File: src/rtl/arx_iir_filter_step_macros.svh
// ----------------------------------------------------------------------------
// ARX IIR filter step assertion macros
// Concurrent check helpers for the filter step RTL; clocked on clk, off in reset.
// ----------------------------------------------------------------------------
`ifndef ARX_IIR_FILTER_STEP_MACROS_SVH
`define ARX_IIR_FILTER_STEP_MACROS_SVH

// same-cycle implication
`define ARXIIR_ASSERT_SAME(lbl, ante, cons, msg) \
  lbl: assert property (@(posedge clk) disable iff (!rst_n) (ante) |-> (cons)) \
    else $error(msg);

// next-cycle implication
`define ARXIIR_ASSERT_NEXT(lbl, ante, cons, msg) \
  lbl: assert property (@(posedge clk) disable iff (!rst_n) (ante) |=> (cons)) \
    else $error(msg);

`endif

File: src/rtl/arxiir_pkg.sv
// ----------------------------------------------------------------------------
// ARX IIR filter package
// Tap counts, widths, cell control bundle and output rounding.
// ----------------------------------------------------------------------------
package arxiir_pkg;

  localparam int NUM_B_TAPS = 4;
  localparam int NUM_A_TAPS = 3;
  localparam int NUM_TAPS   = NUM_B_TAPS + NUM_A_TAPS;
  localparam int NUM_B_REGS = 4;
  localparam int NUM_A_REGS = 3;

  localparam int SMP_W     = 16;
  localparam int COEF_W    = 16;
  localparam int FRAC_BITS = 14;
  localparam int PROD_W    = SMP_W + COEF_W;
  localparam int ACC_W     = PROD_W + $clog2(NUM_TAPS) + 1;
  localparam int Q_W       = ACC_W - FRAC_BITS;
  localparam int CFG_IDX_W = 3;
  localparam int CNT_W     = $clog2(NUM_TAPS + 1);

  localparam logic signed [SMP_W-1:0] SMP_MAX = {1'b0, {(SMP_W-1){1'b1}}};
  localparam logic signed [SMP_W-1:0] SMP_MIN = {1'b1, {(SMP_W-1){1'b0}}};

  typedef struct packed {
    logic shift;
    logic coef_we;
    logic sub;
  } cell_ctrl_t;

  // round half up from Q.14, then saturate to the sample width
  function automatic logic signed [SMP_W-1:0] round_sat(input logic signed [ACC_W-1:0] acc);
    logic signed [ACC_W-1:0] t;
    logic signed [Q_W-1:0]   q;
    t = acc + ACC_W'(1 << (FRAC_BITS - 1));
    q = t[ACC_W-1:FRAC_BITS];
    if (q > Q_W'(SMP_MAX)) begin
      round_sat = SMP_MAX;
    end else if (q < Q_W'(SMP_MIN)) begin
      round_sat = SMP_MIN;
    end else begin
      round_sat = q[SMP_W-1:0];
    end
  endfunction

endpackage

File: src/rtl/arxiir_cell.sv
// ----------------------------------------------------------------------------
// ARX IIR tap cell
// Holds one history sample and its coefficient; adds or subtracts the tap
// product to the partial sum from its neighbor and registers it.
// ----------------------------------------------------------------------------
module arxiir_cell (
  input  logic                                   clk,
  input  logic                                   rst_n,
  input  arxiir_pkg::cell_ctrl_t                 ctrl,
  input  logic signed [arxiir_pkg::COEF_W-1:0]   coef_data,
  input  logic signed [arxiir_pkg::SMP_W-1:0]    sample_in,
  output logic signed [arxiir_pkg::SMP_W-1:0]    sample_out,
  input  logic signed [arxiir_pkg::ACC_W-1:0]    psum_in,
  output logic signed [arxiir_pkg::ACC_W-1:0]    psum_out
);

  logic signed [arxiir_pkg::COEF_W-1:0] coef_r;
  logic signed [arxiir_pkg::SMP_W-1:0]  sample_r;
  logic signed [arxiir_pkg::PROD_W-1:0] prod;
  logic signed [arxiir_pkg::ACC_W-1:0]  term;
  logic signed [arxiir_pkg::ACC_W-1:0]  psum_r;
  logic signed [arxiir_pkg::ACC_W-1:0]  psum_nxt;

  always_ff @(posedge clk) begin
    if (!rst_n) begin
      coef_r   <= '0;
      sample_r <= '0;
    end else begin
      if (ctrl.coef_we) begin
        coef_r <= coef_data;
      end
      if (ctrl.shift) begin
        sample_r <= sample_in;
      end
    end
  end

  assign prod     = coef_r * sample_r;
  assign term     = arxiir_pkg::ACC_W'(prod);
  assign psum_nxt = ctrl.sub ? (psum_in - term) : (psum_in + term);

  always_ff @(posedge clk) begin
    psum_r <= psum_nxt;
  end

  assign sample_out = sample_r;
  assign psum_out   = psum_r;

endmodule

File: config.mk
export PLATFORM = sky130hd
export DESIGN_NAME = arxiir_cell
export DESIGN_NICKNAME = d
export VERILOG_FILES = /design/src/rtl/arx_iir_filter_step_macros.svh /design/src/rtl/arxiir_pkg.sv /design/src/rtl/arxiir_cell.sv
export SDC_FILE = /design/constraint.sdc
export NUM_CORES = 1
export LEC_CHECK = 0
export BUFFER_PORTS_ARGS = -buffer_cell sky130_fd_sc_hd__buf_2
export CORE_ASPECT_RATIO = 0.9
export CORE_MARGIN = 4
export CORE_UTILIZATION = 28
export CTS_CLUSTER_DIAMETER = 150
export DETAILED_ROUTE_END_ITERATION = 6
export GPL_TIMING_DRIVEN = 1
export PLACE_DENSITY = 0.47
export SLEW_MARGIN = 20
export SYNTH_ARGS = -nofsm -noshare
export SYNTH_HDL_FRONTEND = slang
export SYNTH_SLANG_ARGS = --single-unit
File: constraint.sdc
create_clock -name clk -period 10.7 [get_ports clk]
set_input_delay 0.535 -clock clk [delete_from_list [all_inputs] [get_ports clk]]
set_output_delay 0.535 -clock clk [all_outputs]
set_load 0.02 [all_outputs]
After elaboration in Yosys (flattened, before gate mapping):

Cells that the tools add are included.
W data, S select, Z words.

* latch bits: 0
* bits in writable memories: 0
* output and inout bits: 52
* memory bits (read-only): 0
* memories: 0
* input port bits: 73
* register bits: 68
* logic and storage cells: 7

* reductions and logical operators: 0
* $add $sub $neg: 2
* divide/modulo/power cells: 0
* $mul: 1
* shift-type cells: 0
* mux-type cells: 1
* bitwise operators: 0
* eq/ne operators: 0
* $lt $le $gt $ge: 0

Operators by type and width (number)
* $add A36 B32 Y36: 1
* $mux W36: 1
* $sub A36 B32 Y36: 1
* $mul A16 B16 Y32: 1

Logic depth before layout (Yosys ltp):

Gate-level depths: netlist of run 1.

* depth in word-level cells: 3
* gate-level depth with buffers: 35

Worst setup path after synthesis of run 1:

No wires, ideal clock.

* path kind: reg2reg
* from: register sample_r, in the netlist sample_out[1]
* to: register psum_r, in the netlist psum_out[35]
* stages on the path, launching flop included: 33
* setup time: 72 ps
* path buffers: 2
* clock period less this slack: 8110 ps
* path slack: 2590 ps
* arrival time: 8038 ps
* path through: dfxtp_1 > clkbuf_1 > nand2_1 > fa_1 > fa_1 > fa_1 > fa_1 > inv_1 > fa_1 > inv_1 > fa_1 > inv_1 > ha_1 > buf_2 > a21o_1 > a41oi_1 > xor2_1 > a21oi_1 > a21oi_1 > nor3b_1 > and3_1 > a31oi_1 > xnor2_1 > ha_1 > and3_1 > nand4_1 > nor3_1 > a21oi_1 > a211oi_1 > nor2_1 > a221oi_1 > xnor2_1 > xnor2_1

* cells in the longest elaborated chain, start to end: 3

Ends and longest elaborated chain
* start: declaration: RTL line arxiir_cell.sv:18 `logic signed [arxiir_pkg::SMP_W-1:0] sample_r;`
* start signal: assignment: RTL line arxiir_cell.sv:33 `sample_r <= sample_in;`
* $mul A16 B16 Y32 *: RTL line arxiir_cell.sv:38 `assign prod = coef_r * sample_r;`
* $add A36 B32 Y36 / $sub A36 B32 Y36 (equally long branches): RTL line arxiir_cell.sv:40 `assign psum_nxt = ctrl.sub ? (psum_in - term) : (psum_in + term);`
* $mux W36 *: RTL line arxiir_cell.sv:40
* named net psum_nxt, one bit: RTL line arxiir_cell.sv:22 `logic signed [arxiir_pkg::ACC_W-1:0] psum_nxt;`
* end signal: assignment: RTL line arxiir_cell.sv:43 `psum_r <= psum_nxt;`
* end: declaration: RTL line arxiir_cell.sv:21 `logic signed [arxiir_pkg::ACC_W-1:0] psum_r;`

The timed path passes the listed nets; every way through them passes the cells marked *.
A chain may end at the register's enable or synchronous reset.

Worst setup path in the final report of run 1:

* from: register sample_r, in the netlist sample_out[2]
* to: register psum_r, in the netlist psum_out[35]

Same word-level chain as after synthesis.

==> reports/metrics.cfg, run 1 <==
[synthesis]
synth_ff_type = dfxtp_1
ys_warn_count = 0
syn_avg_cell_area_um2 = 8.99
ys_ff_latch = 68
synth_edf_count = 0
synth_nets = 2080
synth_area_leaders = fa_1, ha_1, dfxtp_1
ys_seq_area_frac = 0.0931
synth.distinct_cells = 73
yosys.area.top_type_share = 0.360
async_flop_share = 0
yosysTopAreaCell = fa_1
syn_inst = 1626
syn_area_um2 = 14600

[worst_setup_path]
worstPathArrival_ps = 9700
cp-startpoint = sample_out[2]$_SDFFE_PN0P_
r2r_cells = 30
worstSetupPathType = reg2reg
critPathLaunchType = flip-flop
critPathSlowestCell = fa_1
crit_fanout = 18
r2r_slack_ps = 1310
max_stage_delay_ps = 880
r2r-start = sample_out[2]$_SDFFE_PN0P_
r2r_end = psum_out[35]$_DFF_P_
cp-end-kind = flip-flop
worst-endpoint-required_ps = 11020
cp_common_cell = fa_1

[timing]
slew_headroom = 0.399
finalClockSkew_ps = 17.8
finalCritPeriodShare = 0.877
holdWs_ps = 394
finalCriticalPeriod_ps = 9390
max_freq_ghz = 0.107
hold_viol = 0
drv_slew = 0
tightest_slew_ps = 900
setup_viol = 0
rsz0062_at_grt = false
tns_ps = 0

[drt]
drc_errors = 0
vias = 11200
drtAntennaViolNets = 0
wl_per_cell_um = 15.8
vias_per_cell = 4.64
drt_first_iter_violations = 497
postRouteWirelength_mm = 38.0
dr.pass1.iters = 5

[clocking]
cts_root_buf = clkbuf_16
h-tree-depth = 3
cts_num_sinks = 68
clock_path_buffers = 2
holdBufCountCts = 0
clk_latency_ps = 390
cts_resized = 0
cts_tree = built
path_clk_slew_ps = 80
cts_buffers = 9
cts_setup_buffers = 0

[floorplanning]
rows = 79
ios = 125
initial_core_util = 0.283
die_area_um2 = 55900
core_area_um2 = 51700
die_y_um = 225
die_x_um = 249

[finish]
nFillCells = 5546
drive_above_1_share = 0.107
antenna_cells = 0
num-nets-final = 2169
syn_to_final_growth_pct = 11.1

[place]
numPortBuffers = 124
dpl.hpwl_mm = 32.2
globalplace.congestion = 0.810

[global_route]
grt_usage = 0.139
grt_pass1_vias = 11600
grt_max_degree = 35
overflow = 0
antenna_found_initial = 0
grt_pass1_wl_mm = 62.4

[worst_hold_path]
hold_path.class = in2reg
min_delay_worst_endpoint = coef_r[4]$_SDFFE_PN0P_
hold_depth = 3
hold_start = coef_data[4]

[power_and_ir_drop]
leakage_nw = 8.06
p_per_area_nw_per_um2 = 138
peakVddDrop_uv = 84.2

[run]
cap_violations = 0

[outcome]
status = completed

## report_power, final
group	total, mW	internal [mW]	switching, mW
Clock	0.311	0.170	0.141
Combinational	1.53	0.646	0.889
Sequential	0.393	0.339	0.0542
Total	2.24	1.15	1.08
## cell usage after synthesis (10+ instances only)
cell type,n
xnor2_1,64
o21ai_0,25
fa_1,263
ha_1,118
a31oi_1,10
nand2_1,156
o21a_1,12
a21o_1,33
dfxtp_1,68
nor2b_1,42
and2_1,127
nor2_1,68
clkbuf_1,47
nand3_1,14
inv_1,306
nor3_1,16
mux2i_1,34
a211oi_1,11
xor2_1,27
a21oi_1,57
## sequential cells by signal (all words and copies together) (netlist names)
name / count
coef_r: 16
psum_out: 36
sample_out: 16
## stage by stage
stage / cell area (um2) / std cells / util / power (mW) / setup slack, ps
3_3_place_gp: 15900 / 2392 / 0.308 / 1.94 / 1410
4_1_cts: 16200 / 2408 / 0.314 / 2.27 / 1220
3_5_place_dp: 15900 / 2392 / 0.308 / 1.94 / 1250
5_1_grt: 16200 / 2408 / 0.314 / 2.46 / 611
6_report: 16200 / 2408 / 0.314 / 2.24 / 1310
2_1_floorplan: 14600 / 1626 / - / 1.57 / 2590
## kinds of logic (layout without fill, tap and decap cells)
kind of cell | after synthesis | after routing | share of synthesized area
AO/OA/AOI/OAI | 215 | 215 | 0.106
XOR/XNOR | 91 | 91 | 0.0545
adder cells (fa/ha/maj) | 381 | 381 | 0.461
AND/OR/NAND/NOR | 478 | 478 | 0.169
buffers and inverters | 359 | 453 | 0.0927
multiplexers | 34 | 34 | 0.0233
flip-flops | 68 | 68 | 0.0931
## how the worst max path moves through the flow
stage	end	cells past startpoint
after floorplan	psum_out[35]$_DFF_P_	32
after global placement	psum_out[35]$_DFF_P_	30
after detailed placement	psum_out[35]$_DFF_P_	30
after CTS	psum_out[35]$_DFF_P_	30
after global routing	psum_out[35]$_DFF_P_	30
final	psum_out[35]$_DFF_P_	30
## metal layers
layer,GRT usage,vias to the layer above,part of all wire
li1,-,5281,-
met1,0.192,5690,0.46
met2,0.229,183,0.48
met3,0.0313,21,0.048
met4,0.0215,0,0.010
met5,0,-,0
## cell type report
class	instances	area [um2]	area share
clock buffers	11	253	0.0156
multi-input cells	1199	11900	0.733
repair buffers	131	673	0.0415
clock inverters	5	35.0	0.00216
well taps	688	861	0.0530
inverters	306	1150	0.0708
flip-flops and latches	68	1360	0.0839
## critical path: cells and delay by family, from the launching register on
kind | cells | cell delay [ps]
adders and majority gates | 8 | 4170
AOI/OAI and AO/OA | 6 | 1650
and+or+nand+nor | 7 | 1490
DFF | 1 | 800
xor gates and xnor gates | 4 | 740
buffers and inverters | 5 | 430
## cell usage in the layout (no fill, tap or decap), drive strengths merged, types with 6 or more instances in the layout
cell type,n
nor3,18
nor2b,43
nand2b,9
xor2,27
fa,263
nor4,7
nand3,14
dfxtp,68
o21a,12
a211oi,17
inv,307
mux2i,34
ha,118
a31oi,10
and3,10
and2,127
o31a,6
clkbuf,11
a21o,33
buf,131
xnor2,64
nand2,156
nor2,68
a21oi,58
o21ai,32
o21bai,6
Power figures use the tool's default switching activity.
==> run 2, diff against run 1 <==
--- a/config.mk
+++ b/config.mk
@@ -5,14 +5,14 @@
 export SDC_FILE = /design/constraint.sdc
 export NUM_CORES = 1
 export LEC_CHECK = 0
-export BUFFER_PORTS_ARGS = -buffer_cell sky130_fd_sc_hd__buf_2
 export CORE_ASPECT_RATIO = 0.9
 export CORE_MARGIN = 4
 export CORE_UTILIZATION = 28
 export CTS_CLUSTER_DIAMETER = 150
 export DETAILED_ROUTE_END_ITERATION = 6
+export DONT_BUFFER_PORTS = 1
 export GPL_TIMING_DRIVEN = 1
-export PLACE_DENSITY = 0.47
+export PLACE_DENSITY = 0.44
 export SLEW_MARGIN = 20
 export SYNTH_ARGS = -nofsm -noshare
 export SYNTH_HDL_FRONTEND = slang
==> run 2 against run 1 <==
Wire length rose by 0.85%. Flip-flop and latch count stayed put. Maximum frequency shrank 0.14%. Core utilization is 1.0 points lower. Sequential share of layout area up 0.28 points. Via count shrank 4.4%. Critical endpoint unchanged. Largest cell class unchanged.
==> reports/metrics.cfg, run 2 (synthesized netlist as in run 1, its figures left out) <==
[outcome]
status = completed

[drt]
drc_errors = 0
vias_per_cell = 4.66
vias = 10700
wl_per_cell_um = 16.7
dr.pass1.iters = 4
postRouteWirelength_mm = 38.3
drtAntennaViolNets = 0
drt_first_iter_violations = 422

[timing]
setup_viol = 0
finalClockSkew_ps = 16.6
finalCriticalPeriod_ps = 9400
hold_viol = 0
slew_headroom = 0.352
tns_ps = 0
rsz0062_at_grt = false
drv_slew = 0
layout_setup_ws_ps = 1300
max_freq_ghz = 0.106
finalCritPeriodShare = 0.879
tightest_slew_ps = 970

[place]
dp.cells = 2275
dpl.hpwl_mm = 32.6
globalplace.congestion = 0.832
dp_slack_ps = 1310
numPortBuffers = 0

[global_route]
antenna_found_initial = 4
grt_pass1_vias = 11300
grt_usage = 0.140
overflow = 0
grt_max_degree = 35
grt_pass1_wl_mm = 61.8

[worst_setup_path]
cp_common_cell = fa_1
worst-endpoint-required_ps = 11010
max_stage_delay_ps = 940
critPathLaunchType = flip-flop
cp-end-kind = flip-flop
critPathSlowestCell = dfxtp_1
worstSetupPathType = reg2reg
worstPathArrival_ps = 9710
crit_fanout = 18

[floorplanning]
die_area_um2 = 55900
die_x_um = 249
die_y_um = 225
ios = 125
initial_core_util = 0.283
rows = 79
core_area_um2 = 51700

[power_and_ir_drop]
leakage_nw = 7.60
peakVddDrop_uv = 87.2
p_per_area_nw_per_um2 = 141

[clocking]
cts_resized = 0
cts_tree = built
clock_path_buffers = 2
h-tree-depth = 3
cts_buffers = 9
cts_setup_buffers = 0
cts_num_sinks = 68
clk_latency_ps = 380
cts_root_buf = clkbuf_16
path_clk_slew_ps = 70
holdBufCountCts = 0

[finish]
register_area_um2 = 1360
multiInputGateArea_um2 = 11900
num-nets-final = 2052
mostFrequentLayoutCells = inv_1, fa_1, nand2_1, and2_1, ha_1
layout.cells.non_filler = 2293
final_common_cell = inv_1
drive_above_1_share = 0.0412
syn_to_final_growth_pct = 7.41
nFillCells = 5507
largest_reg_flops = 36

[worst_hold_path]
hold_path.class = in2reg

[run]
cap_violations = 0

-- run 2: changes by cell type in the layout (fill, tap and decap cells not counted), sizes merged --
cell | before | now
clkbuf | 11 | 9
bufinv | 0 | 2
inv | 307 | 306
diode | 0 | 3
buf | 131 | 14
-- run 2: critical path: cells and delay by family (launching register included) --
family | cells | cell delay [ps]
flip-flops | 1 | 940
buffers and inverters | 5 | 440
XOR/XNOR | 4 | 780
adder cells (fa/ha/maj) | 8 | 4160
AO/OA/AOI/OAI | 6 | 1560
AND/OR/NAND/NOR | 7 | 1470
-- run 2: routing by layer --
metal	wire, um	GRT usage
met1	17300	0.184
met2	18700	0.238
met3	1820	0.0351
met4	403	0.0228
met5	34	0
-- run 2: path summary, 6_finish.rpt --
path | depth (start not counted) | endpoint | from | slack, ps
max reg2reg | 30 | psum_out[35]$_DFF_P_ | sample_out[2]$_SDFFE_PN0P_ | 1300
max | 30 | psum_out[35]$_DFF_P_ | sample_out[2]$_SDFFE_PN0P_ | 1300
min reg2reg | 2 | coef_r[10]$_SDFFE_PN0P_ | coef_r[10]$_SDFFE_PN0P_ | 540
min | 1 | coef_r[11]$_SDFFE_PN0P_ | rst_n | 280
-- run 2: metrics by stage --
step	util	hold WS (ps)	power [mW]	cell area, um2
2_1_floorplan	-	541	1.57	14600
3_5_place_dp	0.297	534	1.88	15400
5_1_grt	0.304	260	2.42	15700
6_report	0.304	282	2.21	15700
3_3_place_gp	0.297	512	1.88	15400
4_1_cts	0.304	256	2.25	15700
-- run 2: power breakdown --
group | switching [mW] | internal (mW) | leakage (nW)
combinational | 0.778 | 0.593 | 6.88
clock | 0.142 | 0.203 | 0.151
sequential | 0.150 | 0.340 | 0.568
-- run 2: final cells by class --
cell class / count / area share
Multi-Input combinational cell: 1199 / 0.758
Clock inverter: 6 / 0.00574
Clock buffer: 9 / 0.0143
Inverter: 306 / 0.0732
Sequential cell: 68 / 0.0867
Tap cell: 688 / 0.0548
Antenna cell: 3 / 0.000478
Timing Repair Buffer: 14 / 0.00670
